[src/csra_pkg.sv]
// csra_pkg: shared types and constants of the contiguous sector run allocator.
// Used by csra_sdiv, the top level and the checker; depends on nothing.

package csra_pkg;

	localparam int REQ_W  = 3;
	localparam int IDX_W  = 13;
	localparam int SIZE_W = 23;
	localparam int MARK_W = 2;
	localparam int ST_W   = 2;
	localparam int LEN_W  = 14;
	localparam int TS_W   = 5;
	localparam int SKIP_W = 14;
	localparam int RSV_W  = 14;
	localparam int CFG_W  = 14;
	localparam int CFG_AW = 2;

	localparam int IN_TDATA_W  = 64;
	localparam int OUT_TDATA_W = 32;
	localparam int OUT_PAD_W   = OUT_TDATA_W - IDX_W - LEN_W;

	localparam int IN_START_LO = 0;
	localparam int IN_OLD_LO   = IN_START_LO + IDX_W;
	localparam int IN_NEW_LO   = IN_OLD_LO + SIZE_W;
	localparam int IN_MARK_LO  = IN_NEW_LO + SIZE_W;

	localparam logic [TS_W-1:0]   TABLE_SECTORS_RST  = TS_W'(16);
	localparam logic [SKIP_W-1:0] SKIP_ENTRIES_RST   = SKIP_W'(512);
	localparam logic [RSV_W-1:0]  RESERVE_PREFIX_RST = RSV_W'(14'h280);

	localparam logic [MARK_W-1:0] MARK_FREE = 2'd0;
	localparam logic [MARK_W-1:0] MARK_USED = 2'd1;
	localparam logic [MARK_W-1:0] MARK_END  = 2'd2;

	localparam logic [ST_W-1:0] STAT_DONE   = 2'd0;
	localparam logic [ST_W-1:0] STAT_NOROOM = 2'd1;
	localparam logic [ST_W-1:0] STAT_RANGE  = 2'd2;

	typedef enum logic [REQ_W-1:0] {
		REQ_ALLOC   = 3'd0,
		REQ_RELEASE = 3'd1,
		REQ_REALLOC = 3'd2,
		REQ_RESERVE = 3'd3,
		REQ_LOAD    = 3'd4
	} req_t;

	typedef enum logic [CFG_AW-1:0] {
		CFG_TABLE_SECTORS  = 2'd0,
		CFG_SKIP_ENTRIES   = 2'd1,
		CFG_RESERVE_PREFIX = 2'd2
	} cfg_reg_t;

	typedef enum logic [3:0] {
		S_CLEAR,
		S_IDLE,
		S_DIV_OLD,
		S_CHECK,
		S_FREE,
		S_DIV_NEW,
		S_SCAN,
		S_MARK,
		S_RSV,
		S_LOAD,
		S_FIN
	} state_t;

endpackage

[src/csra_sdiv.sv]
// csra_sdiv: byte count to sector count, rounded up and at least one.
// Shift by the sector size (a power of two), result registered the cycle after start.
// Uses csra_pkg.

module csra_sdiv #(
	parameter int SECTOR_BYTES = 512,
	parameter int N_W          = 16
) (
	input  logic                       clk,
	input  logic                       arst_n,
	input  logic                       start,
	input  logic [csra_pkg::SIZE_W-1:0] bytes,
	output logic                       done,
	output logic [N_W-1:0]             sectors
);

	import csra_pkg::*;

	localparam int SH = $clog2(SECTOR_BYTES);
	localparam int QW = SIZE_W - SH;

	logic              done_q;
	logic [N_W-1:0]    sectors_q;
	logic [QW-1:0]     whole;
	logic              part;
	logic [N_W-1:0]    q_up;

	assign whole = bytes[SIZE_W-1:SH];
	assign part  = |bytes[SH-1:0];
	assign q_up  = N_W'(whole) + N_W'(part);

	always_ff @(posedge clk or negedge arst_n) begin
		if (!arst_n) begin
			done_q <= 1'b0;
		end else begin
			done_q <= start;
		end
	end

	always_ff @(posedge clk) begin
		if (start) begin
			sectors_q <= (q_up == '0) ? N_W'(1) : q_up;
		end
	end

	assign sectors = sectors_q;
	assign done    = done_q;

endmodule

[config.mk]
export PLATFORM = sky130hd
export DESIGN_NAME = csra_sdiv
export DESIGN_NICKNAME = d
export VERILOG_FILES = /design/src/csra_pkg.sv /design/src/csra_sdiv.sv
export SDC_FILE = /design/constraint.sdc
export NUM_CORES = 1
export LEC_CHECK = 0
export ABC_AREA = 1
export BUFFER_PORTS_ARGS = -buffer_cell sky130_fd_sc_hd__buf_2
export CORE_ASPECT_RATIO = 1.25
export CORE_UTILIZATION = 46
export CTS_BUF_LIST = sky130_fd_sc_hd__clkbuf_16
export CTS_CLUSTER_SIZE = 25
export DETAILED_ROUTE_END_ITERATION = 7
export PLACE_DENSITY = 0.78
export SYNTH_ARGS = -nofsm -noshare
export SYNTH_HDL_FRONTEND = slang
export SYNTH_SLANG_ARGS = --single-unit
export TNS_END_PERCENT = 1
[constraint.sdc]
create_clock -name clk -period 0.8 [get_ports clk]
set_clock_uncertainty 0.05 [all_clocks]
set_input_delay 0.08 -clock clk [delete_from_list [all_inputs] [get_ports clk]]
set_output_delay 0.08 -clock clk [all_outputs]
set_load 0.005 [all_outputs]
==> results.sh, run 1 <==
export IMPL_synth_cell_types=22
export IMPL_hold_depth=1
export IMPL_ys_warn_count=0
export IMPL_post_dp_cell_area_um2=1450
export IMPL_numPortBuffers=41
export IMPL_grt_pass1_vias=1000
export IMPL_syn2layout_area_growth_pct=64.8
export IMPL_cts_clk_slew_worst_paths_ns=0.05
export IMPL_routed_wirelength_um=2440
export IMPL_cellPowerDensity_nw_per_um2=1500
export IMPL_path_cells="buf_6, nor4_4, nand3_1, ha_2, ha_4, or2_4, nor2_2, nand2_1, nor2_2, nand3_1, nor2_2, nand2_1, nand2_1"
export IMPL_rows=18
export IMPL_post_route_cell_area_um2=1630
export IMPL_htree_num_levels=1
export IMPL_run_status="finished, violations left"
export IMPL_place_worst_setup_slack_ns=-1.14
export IMPL_core_area_um2=2000
export IMPL_synth_nets=149
export IMPL_fmax_mhz=594
export IMPL_crit_arrival_ns=1.75
export IMPL_vias_per_cell=4.99
export IMPL_die_w_um=43.5
export IMPL_dr_pass1_iters=8
export IMPL_rsz0062_at_grt="true"
export IMPL_ant_nets=0
export IMPL_place_gp_congestion=0.814
export IMPL_synth_avg_cell_area_um2=8.19
export IMPL_finalHoldViolCount=0
export IMPL_min_from="start"
export IMPL_cts_sinks=16
export IMPL_required_ns=0.87
export IMPL_pin_count=43
export IMPL_antenna_found_initial=0
export IMPL_critical_path_max_stage_delay_ns=0.24
export IMPL_violations="design-rule violations, negative setup slack"
export IMPL_power_w=0.00246
export IMPL_synth_seq_cells=16
export IMPL_diodes=0
export IMPL_drive_above_1_share_pct=53.4
export IMPL_min_path_type="in -> reg"
export IMPL_finalCritPeriodShare_pct=210
export IMPL_drc=7
export IMPL_routedWlPerCell_um=11.4
export IMPL_critPathCaptureType="register"
export IMPL_criticalPathCategory="in -> reg"
export IMPL_dieArea_um2=2350
export IMPL_min_to="done$_DFF_PN0_"
export IMPL_grt_max_degree=17
export IMPL_mostFrequentLayoutCells="buf_2 (39), nand2_1 (27), buf_4 (25)"
export IMPL_dieHeight_um=53.9
export IMPL_tns_ns=-9.18
export IMPL_slowest_stage="nor4_4"
export IMPL_grt_pass1_wl_um=3880
export IMPL_post_cts_buffers=0
export IMPL_netlist_area_um2=991
export IMPL_leakagePower_nw=0.809
export IMPL_clockBufferDepth=2
export IMPL_slew_violations=0
export IMPL_dpl_hpwl_um=1740
export IMPL_ys_seq_area_share_pct=48.0
export IMPL_root_buffer="clkbuf_16"
export IMPL_finalSetupViolations=31
export IMPL_nets=222
export IMPL_start_util_pct=49.4
export IMPL_cts_tree="done"
export IMPL_vias=1062
export IMPL_fin_ws_ns=-0.883
export IMPL_startpoint_type="input port"
export IMPL_ir_drop_v=0.00142
export IMPL_final_common_cell="buf_2"
export IMPL_overflow=0
export IMPL_grt_usage_pct=22.4
export IMPL_drtIter0Drc=52
export IMPL_numCtsBuffers=3
export IMPL_period_needed_ns=1.68
export IMPL_timing_hold_ws_ns=0.0913
export IMPL_synthesis_instances=121
export IMPL_max_cap_violations=0
export IMPL_cp_max_fo=2
## repair_timing
item,in CTS,in global routing
gates resized for setup,12,10
hold endpoints to repair,1,0
setup endpoints to repair,31,31
pin swaps,14,7
hold buffers,1,0
## final cells by class
cell class	count	area (um^2)
Fill cell	98	372
Tap cell	20	25.0
Timing Repair Buffer	70	449
Clock buffer	3	75.1
Inverter	21	78.8
Clock inverter	1	3.75
Multi-Input combinational cell	82	526
Sequential cell	16	475
## worst max-delay path by stage
stage | slack [ns] | end | startpoint
3_5_place_dp | -1.14 | sectors[0]$_SDFFCE_PN1P_ | bytes[5]
5_1_grt | -1.01 | sectors[0]$_SDFFCE_PN1P_ | bytes[4]
3_3_place_gp | -1.07 | sectors[0]$_SDFFCE_PN1P_ | bytes[5]
6_report | -0.88 | sectors[0]$_SDFFCE_PN1P_ | bytes[4]
4_1_cts | -0.83 | sectors[0]$_SDFFCE_PN1P_ | bytes[6]
2_1_floorplan | -0.92 | sectors[0]$_SDFFCE_PN1P_ | bytes[5]
## critical path, delay by kind of cell
kind	cells	cell delay [ns]
adders and majority gates	2	0.43
buffers and inverters	1	0.10
and+or+nand+nor	10	1.15
## metal layers
layer	GRT usage (%)	wire [um]	vias up
met5	0	0	-
met4	8.33	35	0
met3	4.36	134	4
met2	42.4	1370	48
met1	24.7	898	482
li1	-	-	528
## power by group
part / switching, W / leakage [nW] / internal [W]
clock: 0.000289 / 0.0423 / 0.000661
combinational: 0.000242 / 0.609 / 0.000256
sequential: 0.0000131 / 0.158 / 0.000994
## registers in the layout, summed over array words and instances (netlist names)
| signal | cells |
|---|---|
| done | 1 |
| sectors | 15 |
## logic make-up (layout without fill, tap and decap cells)
family	after synthesis	after routing	synth area share, %
AO/OA/AOI/OAI	2	2	1.51
XOR/XNOR	2	2	1.77
adder cells (fa/ha/maj)	2	2	2.52
buffers and inverters	23	95	9.09
flip-flops	16	16	48.0
other	1	1	0.378
AND/OR/NAND/NOR	75	75	36.7
## stage by stage
stage | instances | util [%]
after floorplan | 121 | -
after global placement | 208 | 72.5
after detailed placement | 208 | 72.5
after CTS | 213 | 80.1
after global routing | 213 | 81.5
final | 213 | 81.5
## synth_stat cells (all sizes together)
| library cell | n | area, um^2 |
|---|---|---|
| edfxtp | 15 | 450 |
| nand3 | 13 | 75.1 |
| xor2 | 1 | 8.76 |
| ha | 2 | 25.0 |
| xnor2 | 1 | 8.76 |
| buf | 1 | 7.51 |
| nor3 | 3 | 15.0 |
| nor4 | 1 | 6.26 |
| inv | 21 | 78.8 |
| nand4 | 4 | 25.0 |
| nand2 | 36 | 148 |
| dfrtp | 1 | 25.0 |
| or2 | 1 | 6.26 |
| clkbuf | 1 | 3.75 |
| o21bai | 2 | 15.0 |
| conb | 1 | 3.75 |
| nor2 | 17 | 88.8 |
No activity file was read; power rests on OpenSTA's default activity.
==> run 2, diff against run 1 <==
--- a/config.mk
+++ b/config.mk
@@ -5,7 +5,6 @@
 export SDC_FILE = /design/constraint.sdc
 export NUM_CORES = 1
 export LEC_CHECK = 0
-export ABC_AREA = 1
 export BUFFER_PORTS_ARGS = -buffer_cell sky130_fd_sc_hd__buf_2
 export CORE_ASPECT_RATIO = 1.25
 export CORE_UTILIZATION = 46
==> run 2 against run 1 <==
  * The run ends with negative setup slack left
  * Critical path type unchanged
  * Setup slack got worse by 0.023 ns
  * Utilization fell by 0.68 points
  * Highest routed layer unchanged
  * Sequential share of layout area rose by 0.92 points
  * Final cell count fell by 18%
  * Combinational power fell by 4%
  * First-iteration DRC count fell by 67%
==> results.sh, run 2 <==
export IMPL_crit_arrival_ns=1.78
export IMPL_path_cells="buf_6, nor4_4, nand3_2, ha_4, ha_4, or4_4, a211oi_2, a41o_1"
export IMPL_leakagePower_nw=0.712
export IMPL_yosysMostFrequentCell="edfxtp_1"
export IMPL_async_reset_ff_share_pct=6.25
export IMPL_critical_path_max_stage_delay_ns=0.41
export IMPL_fin_cells=174
export IMPL_finalHoldViolCount=0
export IMPL_fmax_mhz=586
export IMPL_grt_usage_pct=23.2
export IMPL_timing_hold_ws_ns=0.0851
export IMPL_numPortBuffers=41
export IMPL_place_gp_congestion=0.864
export IMPL_post_dp_cell_area_um2=1400
export IMPL_numCtsBuffers=3
export IMPL_cts_sinks=16
export IMPL_synth_seq_cells=16
export IMPL_synthesis_instances=83
export IMPL_drc=0
export IMPL_wl_met1_um=917
export IMPL_synthTopCellsByCount="edfxtp_1 (15), xnor2_1 (10), nand3_1 (6), nor2_1 (6)"
export IMPL_routedWlPerCell_um=14.5
export IMPL_htree_num_levels=1
export IMPL_synth_top_area_share_pct=47.1
export IMPL_fillers=117
export IMPL_antenna_found_initial=0
export IMPL_ys_warn_count=0
export IMPL_violations="negative setup slack"
export IMPL_worst_path_most_repeated_cell="ha_4"
export IMPL_finalCritPeriodShare_pct=213
export IMPL_largest_reg_flops=15
export IMPL_max_cap_violations=0
export IMPL_rsz0062_at_grt="true"
export IMPL_run_status="finished, violations left"
export IMPL_dr_max_layer_used="met4"
export IMPL_cts_clk_slew_worst_paths_ns=0.05
export IMPL_placed_cells=169
export IMPL_drive_above_1_share_pct=61.0
export IMPL_rows=18
export IMPL_grt_pass1_vias=894
export IMPL_ys_seq_area_share_pct=49.7
export IMPL_fin_ws_ns=-0.906
export IMPL_synth_nets=111
export IMPL_grt_max_degree=17
export IMPL_yosys_most_used_dff="edfxtp_1"
export IMPL_synth_top_area_cell="edfxtp_1"
export IMPL_root_buffer="clkbuf_16"
export IMPL_diodes=0
export IMPL_nets=183
export IMPL_synth_avg_cell_area_um2=11.5
export IMPL_ys_top_cells_by_area="edfxtp_1 (47%), xnor2_1 (9.2%), nand3_1 (3.1%)"
export IMPL_netlist_area_um2=957
export IMPL_vias_per_cell=5.35
export IMPL_synth_edf_count=15
export IMPL_start_util_pct=48.9
export IMPL_cts_tree="done"
export IMPL_critPathCaptureType="register"
export IMPL_route_met2_wl_um=1420
export IMPL_grt_pass1_wl_um=3820
export IMPL_tns_ns=-9.58
export IMPL_min_path_type="in -> async"
export IMPL_clockBufferDepth=2
export IMPL_vias=931
export IMPL_ir_drop_v=0.00111
export IMPL_dpl_hpwl_um=1900
export IMPL_dr_pass1_iters=4
export IMPL_cp_max_fo=3
export IMPL_final_common_cell="buf_2"
export IMPL_finalSetupViolations=31
export IMPL_dieHeight_um=53
export IMPL_pin_count=43
export IMPL_die_w_um=42.8
export IMPL_overflow=0
export IMPL_post_cts_buffers=0
export IMPL_routed_wirelength_um=2530
export IMPL_slew_violations=0
export IMPL_period_needed_ns=1.71
export IMPL_dieArea_um2=2270
export IMPL_slowest_stage="or4_4"
export IMPL_core_area_um2=1960
export IMPL_post_route_cell_area_um2=1580
export IMPL_ant_nets=0
export IMPL_startpoint_type="input port"
export IMPL_cellPowerDensity_nw_per_um2=1560
export IMPL_synth_cell_types=33
export IMPL_place_worst_setup_slack_ns=-1.26
export IMPL_mostFrequentLayoutCells="buf_2 (39), buf_4 (27), edfxtp_1 (15)"
export IMPL_criticalPathCategory="in -> reg"
export IMPL_met3_wirelength_um=139
export IMPL_syn2layout_area_growth_pct=65.4
export IMPL_drtIter0Drc=17
export IMPL_required_ns=0.87
## run 2: changes by cell type in the layout (fill, tap and decap cells not counted), moves of 4 or more
cell / before / now
nand3_2: 6 / 2
nand2_1: 27 / 3
xnor2_1: 1 / 9
nand2_2: 8 / 2
nor2_2: 6 / 0
inv_1: 21 / 2
## run 2: cell type report
class                   count  area (um^2)  share of cell area (%)
well taps                  20         25.0                    1.58
inverters                   2         7.51                   0.474
repair buffers             72          473                    29.9
clock inverters             1         3.75                   0.237
clock buffers               3         75.1                    4.74
multi-input cells          60          523                    33.0
flip-flops and latches     16          475                    30.0
## run 2: where the power goes
| part | switching, W | leakage [nW] | internal [W] |
|---|---|---|---|
| clock | 0.000317 | 0.0385 | 0.000664 |
| sequential | 0.0000161 | 0.158 | 0.000995 |
| combinational | 0.000221 | 0.515 | 0.000257 |
| total | 0.000554 | 0.712 | 0.00192 |
## run 2: timing repair
item                                    4_1_cts  5_1_grt
hold buffers                                  1        0
pin swaps                                     9        5
gates resized for setup                       8        9
hold endpoints to repair                      1        0
endpoints found under the setup margin       31       31
## run 2: critical path: cells and delay by family
| kind | cells | cell delay (ns) |
|---|---|---|
| buffers and inverters | 1 | 0.09 |
| adder cells (fa/ha/maj) | 2 | 0.42 |
| AND/OR/NAND/NOR | 3 | 0.80 |
| AO/OA/AOI/OAI | 2 | 0.38 |
## run 2: path summary, 6_finish.rpt
path / start / end / slack, ns / cells past startpoint
setup / recovery: bytes[8] / sectors[0]$_SDFFCE_PN1P_ / -0.91 / 8
hold / removal: arst_n / done$_DFF_PN0_ / 0.09 / 2
max in group asynchronous: arst_n / done$_DFF_PN0_ / 0.53 / 2
min in group clk: start / done$_DFF_PN0_ / 0.09 / 2
## run 2: kinds of logic after synthesis
kind of cell             after synthesis  synth area share [%]
AND/OR/NAND/NOR                       37                  22.7
flip-flops                            16                  49.7
XOR/XNOR                              12                  11.0
AO/OA/AOI/OAI                          7                  6.27
buffers and inverters                  7                  6.27
adder cells (fa/ha/maj)                2                  2.61
other                                  1                 0.392
multiplexers                           1                  1.05
## run 2: layer usage
metal  up-vias  track usage, %
met5         -               0
met4         0            14.1
met3         8            3.41
met2        47            43.7
met1       421            23.9
li1        455               -
## run 2: per-stage QoR
stage          util, %  power (W)
2_1_floorplan        -    0.00119
3_3_place_gp      71.3    0.00143
3_5_place_dp      71.3    0.00145
4_1_cts           78.0    0.00245
5_1_grt           80.8    0.00255
6_report          80.8    0.00247
